==> config.mk <==
export PLATFORM = sky130hd
export DESIGN_NAME = imh_front
export DESIGN_NICKNAME = d
export VERILOG_FILES = /design/src/rtl/indexed_min_heap_with_lookup_core_macros.svh /design/src/rtl/imh_pkg.sv /design/src/rtl/imh_front.sv
export SDC_FILE = /design/constraint.sdc
export NUM_CORES = 1
export LEC_CHECK = 0
export BUFFER_PORTS_ARGS = -buffer_cell sky130_fd_sc_hd__buf_2
export CAP_MARGIN = 10
export CELL_PAD_IN_SITES_DETAIL_PLACEMENT = 1
export CELL_PAD_IN_SITES_GLOBAL_PLACEMENT = 2
export CORE_MARGIN = 8
export CORE_UTILIZATION = 42
export DETAILED_ROUTE_END_ITERATION = 8
export GPL_TIMING_DRIVEN = 0
export PLACE_DENSITY_LB_ADDON = 0.12
export SYNTH_ARGS = -nofsm -noshare
export SYNTH_HDL_FRONTEND = slang
export SYNTH_SLANG_ARGS = --single-unit
==> constraint.sdc <==
create_clock -name clk_i -period 13.18 [get_ports clk_i]
set_input_delay 1.318 -clock clk_i [delete_from_list [all_inputs] [get_ports clk_i]]
set_output_delay 1.318 -clock clk_i [all_outputs]
set_load 0.01 [all_outputs]
==> src/rtl/indexed_min_heap_with_lookup_core_macros.svh <==
// Assertion macros shared by the heap core RTL.
`ifndef INDEXED_MIN_HEAP_WITH_LOOKUP_CORE_MACROS_SVH
`define INDEXED_MIN_HEAP_WITH_LOOKUP_CORE_MACROS_SVH

// Checks a property on every rising clock edge outside reset.
`define IMH_ASSERT(lbl, prop, msg) \
  lbl: assert property (@(posedge clk_i) disable iff (!rst_ni) prop) else $error(msg);

// Checks a property on every rising clock edge, including during reset.
`define IMH_ASSERT_ALWAYS(lbl, prop, msg) \
  lbl: assert property (@(posedge clk_i) prop) else $error(msg);

`endif

==> src/rtl/imh_pkg.sv <==
// ----------------------------------------------------------------------------
// imh_pkg
// Types, constants and helpers shared by the indexed min-heap core.
// ----------------------------------------------------------------------------
`timescale 1ns / 1ps

package imh_pkg;

  // Heap capacity and the widths that follow from it.
  localparam int CAPACITY = 256;
  localparam int AW       = $clog2(CAPACITY);
  localparam int CW       = AW + 1;

  // Command codes on the command port.
  localparam logic [2:0] CMD_ADD     = 3'd0;
  localparam logic [2:0] CMD_SET     = 3'd1;
  localparam logic [2:0] CMD_DELETE  = 3'd2;
  localparam logic [2:0] CMD_SEARCH  = 3'd3;
  localparam logic [2:0] CMD_MIN     = 3'd4;
  localparam logic [2:0] CMD_MAX     = 3'd5;
  localparam logic [2:0] CMD_EXTRACT = 3'd6;

  // Status codes of a result.
  localparam logic [1:0] ST_SILENT   = 2'd0;
  localparam logic [1:0] ST_VALID    = 2'd1;
  localparam logic [1:0] ST_NOTFOUND = 2'd2;
  localparam logic [1:0] ST_ERROR    = 2'd3;

  // Classified operation handed from the front end to the engine.
  typedef enum logic [2:0] {
    OP_ADD, OP_SET, OP_DELETE, OP_SEARCH, OP_MIN, OP_MAX, OP_EXTRACT, OP_BAD
  } op_e;

  typedef struct packed {
    op_e         op;
    logic [63:0] key;
    logic [63:0] payload;
  } cmd_t;

  // One heap slot.
  typedef struct packed {
    logic [63:0] key;
    logic [63:0] data;
  } entry_t;

  // One result transaction.
  typedef struct packed {
    logic [1:0]  status;
    logic [63:0] key;
    logic [7:0]  position;
    logic [63:0] data;
  } result_t;

  // Signed less-than on two's complement keys.
  function automatic logic key_less(input logic [63:0] a, input logic [63:0] b);
    return $signed(a) < $signed(b);
  endfunction

endpackage

==> src/rtl/imh_front.sv <==
// ----------------------------------------------------------------------------
// imh_front
// Accepts command transactions, decodes them and holds them in a two-entry
// queue for the engine.
// ----------------------------------------------------------------------------
`timescale 1ns / 1ps

module imh_front (
  input  logic               clk_i,
  input  logic               rst_ni,
  input  logic               push_i,
  output logic               full_o,
  input  logic [2:0]         command_i,
  input  logic [63:0]        key_i,
  input  logic [63:0]        payload_i,
  output logic               cmd_valid_o,
  output imh_pkg::cmd_t      cmd_o,
  input  logic               cmd_pop_i
);

  imh_pkg::cmd_t slot_q [2];
  logic          wp_q, rp_q;
  logic [1:0]    fill_q;
  logic          do_push, do_pop;
  imh_pkg::cmd_t dec;

  // Decode the command code into an operation.
  always_comb begin
    dec.key     = key_i;
    dec.payload = payload_i;
    case (command_i)
      imh_pkg::CMD_ADD:     dec.op = imh_pkg::OP_ADD;
      imh_pkg::CMD_SET:     dec.op = imh_pkg::OP_SET;
      imh_pkg::CMD_DELETE:  dec.op = imh_pkg::OP_DELETE;
      imh_pkg::CMD_SEARCH:  dec.op = imh_pkg::OP_SEARCH;
      imh_pkg::CMD_MIN:     dec.op = imh_pkg::OP_MIN;
      imh_pkg::CMD_MAX:     dec.op = imh_pkg::OP_MAX;
      imh_pkg::CMD_EXTRACT: dec.op = imh_pkg::OP_EXTRACT;
      default:              dec.op = imh_pkg::OP_BAD;
    endcase
  end

  assign full_o      = fill_q[1];
  assign cmd_valid_o = (fill_q != 2'd0);
  assign cmd_o       = slot_q[rp_q];
  assign do_push     = push_i && !full_o;
  assign do_pop      = cmd_pop_i && cmd_valid_o;

  // Queue pointers and fill level.
  always_ff @(posedge clk_i or negedge rst_ni) begin
    if (!rst_ni) begin
      wp_q   <= 1'b0;
      rp_q   <= 1'b0;
      fill_q <= 2'd0;
    end else begin
      if (do_push) wp_q <= ~wp_q;
      if (do_pop)  rp_q <= ~rp_q;
      fill_q <= fill_q + {1'b0, do_push} - {1'b0, do_pop};
    end
  end

  // Queue storage.
  always_ff @(posedge clk_i) begin
    if (do_push) slot_q[wp_q] <= dec;
  end

endmodule

# ---- Word level (Yosys, flattened, before mapping)
# Memories as Yosys holds them, arrays and structs flattened.
# Cells that the tools add are included.
# W data, S select, Z words.
dict set report totals {
  memories 1
  ramBits 262
  register_bits 4
  output_inout_bits 133
  word_cells 22
  inputBits 135
}
# memory words width rd rd_clocked_by_memory_dff write_ports line
set memory_table {}
lappend memory_table {slot_q 2 131 1 0 1 imh_front.sv:21} ;# imh_pkg::cmd_t slot_q [2];
dict set report op_classes {
  eq_ne 6
  reduce_logical 5
  addsub 2
  muxes 3
  bitwise_logic 2
}
# cell n
set op_table {}
lappend op_table {{$pmux W3 S7} 1}
lappend op_table {{$eq A3 B3 Y1 const B} 3}
lappend op_table {{$eq A3 B2 Y1 const B} 2}
lappend op_table {{$eq A3 B1 Y1 const B} 1}
lappend op_table {{$logic_not A3 Y1} 1}
lappend op_table {{$add A2 B1 Y2} 1}
lappend op_table {{$logic_and A1 B1 Y1} 2}
lappend op_table {{$mux W1} 2}
lappend op_table {{$not A1 Y1} 2}
lappend op_table {{$reduce_bool A2 Y1} 1}
lappend op_table {{$sub A2 B1 Y2} 1}
lappend op_table {{$logic_not A1 Y1} 1}

# ---- Depth between registers and ports, before layout
dict set report logic_depth {
  word_depth 4
  ltp_mapped 6
  ltp_nobuf 6
}

# ---- Least setup slack after synthesis
# No wires, ideal clock.
dict set report synth_path {
  kind {in2reg}
  startpoint {input port push_i}
  endpoint {memory slot_q[0][0] (netlist name), enable pin}
  t_required_ps 12557
  t_arrival_ps 6882
  slack_ps 5675
  path_stages 2
  path_buffers 0
  setup_ps 623
  path_cell_list {nand2b_1 nor2_1}
}
dict set report synth_between {
  elab_chain_len 3
}
# element line
set synth_lines {}
lappend synth_lines {{from (decl)} imh_front.sv:11} ;# input logic push_i,
lappend synth_lines {{$logic_and A1 B1 Y1} imh_front.sv:46} ;# assign do_push = push_i && !full_o;
lappend synth_lines {{$mux W1} imh_front.sv:64} ;# if (do_push) slot_q[wp_q] <= dec;
lappend synth_lines {{$mux W1 (implied by the code)} imh_front.sv:64}
lappend synth_lines {{to (decl)} imh_front.sv:21}
# Every way passes these cells.

==> metrics.txt <==
# TYPE chip_impl_metric gauge
chip_impl_metric{name="routed_wire_length_per_instance",unit="um"} 20.30
chip_impl_metric{name="post_synth_inst_count",unit=""} 428
chip_impl_metric{name="globalRoute.totalOverflow",unit=""} 0
chip_impl_info{name="ys_top_cells_by_area",value="edfxtp_1, mux2_4, mux2_2"} 1
chip_impl_metric{name="worst_hold_path.num_cells",unit=""} 1
chip_impl_info{name="holdCritStartpoint",value="fill_q[1]"} 1
chip_impl_metric{name="cp_data_required_time",unit="ns"} 11.86
chip_impl_metric{name="yosysSeqAreaShare",unit="%"} 79.75
chip_impl_metric{name="placement_rows",unit=""} 56
chip_impl_metric{name="gp_congestion",unit=""} 0.7017
chip_impl_metric{name="area_share_of_the_largest_cell_type_after_synthesis",unit="%"} 78.75
chip_impl_info{name="timing.critical_path.cells",value="buf_6 > buf_8 > buf_6 > mux2_4 > buf_2"} 1
chip_impl_metric{name="hold_violations",unit=""} 0
chip_impl_info{name="crit-reg2reg-capture",value="slot_q[1][90]"} 1
chip_impl_metric{name="initial_core_util",unit="%"} 42.69
chip_impl_metric{name="timing_max_transition_violations_final",unit=""} 0
chip_impl_metric{name="internal_power",unit="mW"} 2.009
chip_impl_metric{name="worst_case_register_to_register_setup_slack",unit="ns"} 11.06
chip_impl_metric{name="p_switching",unit="mW"} 0.7803
chip_impl_metric{name="power_frac_clock",unit="%"} 26.6
chip_impl_metric{name="synth.distinct_cells",unit=""} 16
chip_impl_metric{name="htree_levels",unit=""} 1
chip_impl_metric{name="design.die.area",unit="um^2"} 28980
chip_impl_info{name="status",value="finished, final reports clean"} 1
chip_impl_metric{name="synth.ff_latch_count",unit=""} 266
chip_impl_metric{name="cts.sink_count",unit=""} 266
chip_impl_info{name="worstSetupPathType",value="register to output port"} 1
chip_impl_metric{name="detail_route.first_pass.iterations",unit=""} 4
chip_impl_metric{name="layout-area-overhead-vs-synth",unit="%"} 28.59
chip_impl_metric{name="nNetsFinal",unit=""} 869
chip_impl_metric{name="postRouteAntennaNets",unit=""} 0
chip_impl_metric{name="postCtsResizedCells",unit=""} 0
chip_impl_metric{name="synth.yosys.warnings",unit=""} 0
chip_impl_metric{name="gr-usage-all-layers",unit="%"} 14.40
chip_impl_metric{name="clk_pin_slew_worst_paths",unit="ns"} 0.05
chip_impl_metric{name="number_of_cells_on_the_worst_reg_to_reg_path",unit=""} 4
chip_impl_info{name="timing.critical_path.slowest_stage_cell",value="dfrtp_1"} 1
chip_impl_metric{name="power-per-cell-area",unit="nW/um^2"} 217.1
chip_impl_info{name="critPathMostFrequentCell",value="buf_6"} 1
chip_impl_metric{name="worst_path_largest_cell_delay",unit="ns"} 0.34
chip_impl_metric{name="vias",unit=""} 5039
chip_impl_metric{name="post_layout_power",unit="mW"} 2.789
chip_impl_info{name="unrepaired_setup_endpoints_after_global_routing",value="false"} 1
chip_impl_metric{name="setup_total_negative_slack",unit="ns"} 0
chip_impl_metric{name="leakagePower",unit="nW"} 5.013
chip_impl_info{name="yosysMostFrequentCell",value="edfxtp_1"} 1
chip_impl_metric{name="max-cap-violations",unit=""} 0
chip_impl_metric{name="final_min_period_over_clock_period",unit="%"} 23.88
chip_impl_metric{name="worstPathBufferInverterCount",unit=""} 4
chip_impl_metric{name="routed-wl-met3",unit="um"} 1944
chip_impl_metric{name="finalInstanceArea",unit="um^2"} 12850
chip_impl_metric{name="grt_start_max_net_pins",unit=""} 33
chip_impl_metric{name="cts_max_path_buffers",unit=""} 3
chip_impl_metric{name="antenna-diode-count",unit=""} 0
chip_impl_info{name="clk_root_buffer_cell",value="clkbuf_16"} 1
chip_impl_info{name="crit-reg2reg-launch",value="fill_q[1]"} 1
chip_impl_metric{name="clk-insertion-delay-late",unit="ns"} 0.52
chip_impl_info{name="critical_path.startpoint_type",value="register"} 1
chip_impl_metric{name="cts-buffers-inserted",unit=""} 28
chip_impl_info{name="routed.top_layer",value="met5"} 1
chip_impl_metric{name="post_cts.repair.setup_buffers",unit=""} 0
chip_impl_metric{name="die_y",unit="um"} 170.2
chip_impl_metric{name="combinationalPowerShare",unit="%"} 32.2
chip_impl_metric{name="fmax",unit="MHz"} 317.8
chip_impl_metric{name="drive_gt1_share",unit="%"} 60.96
chip_impl_info{name="tritoncts_clock_tree",value="done"} 1
chip_impl_metric{name="detail_route.vias_per_cell",unit=""} 4.701
chip_impl_metric{name="grt_antenna_before_repair",unit=""} 5
chip_impl_metric{name="synth_fp_nets",unit=""} 565
chip_impl_metric{name="path_max_fanout",unit=""} 10
chip_impl_metric{name="place_area",unit="um^2"} 11970
chip_impl_metric{name="worst_slew_pin_slew",unit="ns"} 0.7497
chip_impl_metric{name="power_switching_share",unit="%"} 27.98
chip_impl_metric{name="synth_area",unit="um^2"} 9991
chip_impl_metric{name="post-dp-hpwl",unit="um"} 15990
chip_impl_info{name="synthTopCellsByCount",value="edfxtp_1, mux2_4, mux2_2"} 1
chip_impl_metric{name="first_global_vias",unit=""} 5568
chip_impl_metric{name="power_frac_seq",unit="%"} 41.2
chip_impl_metric{name="io-pin-count",unit=""} 268
chip_impl_metric{name="wl_met1",unit="um"} 8199
chip_impl_info{name="min_path_type",value="register to register"} 1
chip_impl_metric{name="wire_length_of_the_first_global_routing_pass",unit="um"} 31930
chip_impl_metric{name="setup_viol",unit=""} 0
chip_impl_info{name="synth_ff_type",value="edfxtp_1"} 1
chip_impl_metric{name="timing.final.crit_period",unit="ns"} 3.147
chip_impl_metric{name="route.met2.wl",unit="um"} 11120
chip_impl_metric{name="edff_count_synth",unit=""} 262
chip_impl_metric{name="drt-total-wl",unit="um"} 21770
chip_impl_metric{name="postSynth.asyncResetShare",unit="%"} 1.504
chip_impl_metric{name="core-area",unit="um^2"} 23400
chip_impl_metric{name="max_slew_margin",unit="%"} 49.90
chip_impl_metric{name="postCtsHoldBufs",unit=""} 0
chip_impl_info{name="largest_area_contributor_in_the_synthesized_netlist",value="edfxtp_1"} 1
chip_impl_metric{name="worst_ir_drop_vdd",unit="V"} 0.0001411
chip_impl_info{name="timing.critical_path.max_delay_family",value="buffers and inverters"} 1
chip_impl_metric{name="drtIter0Drc",unit=""} 159
chip_impl_info{name="end_kind",value="output port"} 1
chip_impl_info{name="timing.hold.worst_endpoint",value="fill_q[1]"} 1
chip_impl_metric{name="remaining_drc_errors",unit=""} 0
chip_impl_metric{name="fin_worst_skew",unit="ns"} 0.007722
chip_impl_metric{name="timing.critical_path.arrival",unit="ns"} 1.83
chip_impl_metric{name="synth_area_per_cell",unit="um^2"} 23.34
chip_impl_metric{name="numPortBuffers",unit=""} 264
chip_impl_metric{name="die_w",unit="um"} 170.2
[cells by family after synthesis]
logic type | count (synthesis) | share of synthesized area (%)
AOI/OAI and AO/OA | 1 | 0.07517
xor gates and xnor gates | 4 | 0.3507
adders and majority gates | 2 | 0.2504
buffers and inverters | 20 | 1.603
DFF | 266 | 79.75
muxes | 131 | 17.77
and+or+nand+nor | 4 | 0.2005
[cell usage in the layout, fill, tap and decap left out]
cell type and n:
buf_2 269, edfxtp_1 262, mux2_4 80, mux2_2 51
clkbuf_16 29, clkbuf_1 16, buf_6 9, buf_16 6
clkinv_2 4, dfrtp_1 4, buf_12 4, xnor2_1 3
inv_1 2, nor2_4 2, ha_1 2, clkinv_1 2
bufinv_16 2, o21a_1 1, nand2b_1 1, buf_8 1
or2_2 1, xor2_1 1, clkbuf_8 1
[metrics by stage]
| step | worst slack, ns | cells | hold slack, ns | utilization, % |
|---|---|---|---|---|
| CTS | 9.985 | 1072 | 0.5442 | 54.90 |
| global route | 9.951 | 1072 | 0.5613 | 54.90 |
| finish | 10.03 | 1072 | 0.5409 | 54.90 |
| floorplan | 5.675 | 428 | 0.4681 | - |
| detailed placement | 10.11 | 1021 | 0.5314 | 51.15 |
| global placement | 2.514 | 1011 | 0.4837 | 50.04 |
[final cells by class]
cell class	instances	area, um^2
sequential	266	7968
clock inverter	8	87.58
fill	2202	10560
timing repair buffer	274	1567
multi-input combinational	142	1878
buffer	18	152.6
tap	319	399.1
inverter	2	7.507
clock buffer	43	788.3
[routing by layer]
layer	vias to the layer above	global-route usage, %
met5	-	0
met4	10	3.471
met3	41	5.978
met2	174	25.64
met1	2503	15.69
li1	2311	-
[sequential cells by signal (all words and copies together), names as in the netlist]
signal	cells
slot_q	262
fill_q	2
rp_q	1
wp_q	1
[worst max-delay path by stage]
stage	start	end	slack, ns	cells after the start
2_1_floorplan	push_i	slot_q[0][0]	5.67	2
3_3_place_gp	push_i	slot_q[1][48]	2.51	3
3_5_place_dp	push_i	slot_q[1][122]	10.11	5
4_1_cts	rp_q	cmd_o[88]	9.98	5
5_1_grt	rp_q	cmd_o[88]	9.95	5
6_report	rp_q	cmd_o[113]	10.03	5
[power groups by stage]
stage | logic [mW] | registers (mW) | clock network [mW]
4_1_cts | 0.925 | 1.15 | 0.764
2_1_floorplan | 0.564 | 1.19 | 0
6_report | 0.897 | 1.15 | 0.743
3_5_place_dp | 0.921 | 1.17 | 0
5_1_grt | 0.962 | 1.16 | 0.794
3_3_place_gp | 0.856 | 1.22 | 0
No activity file was read; power rests on OpenSTA's default activity.
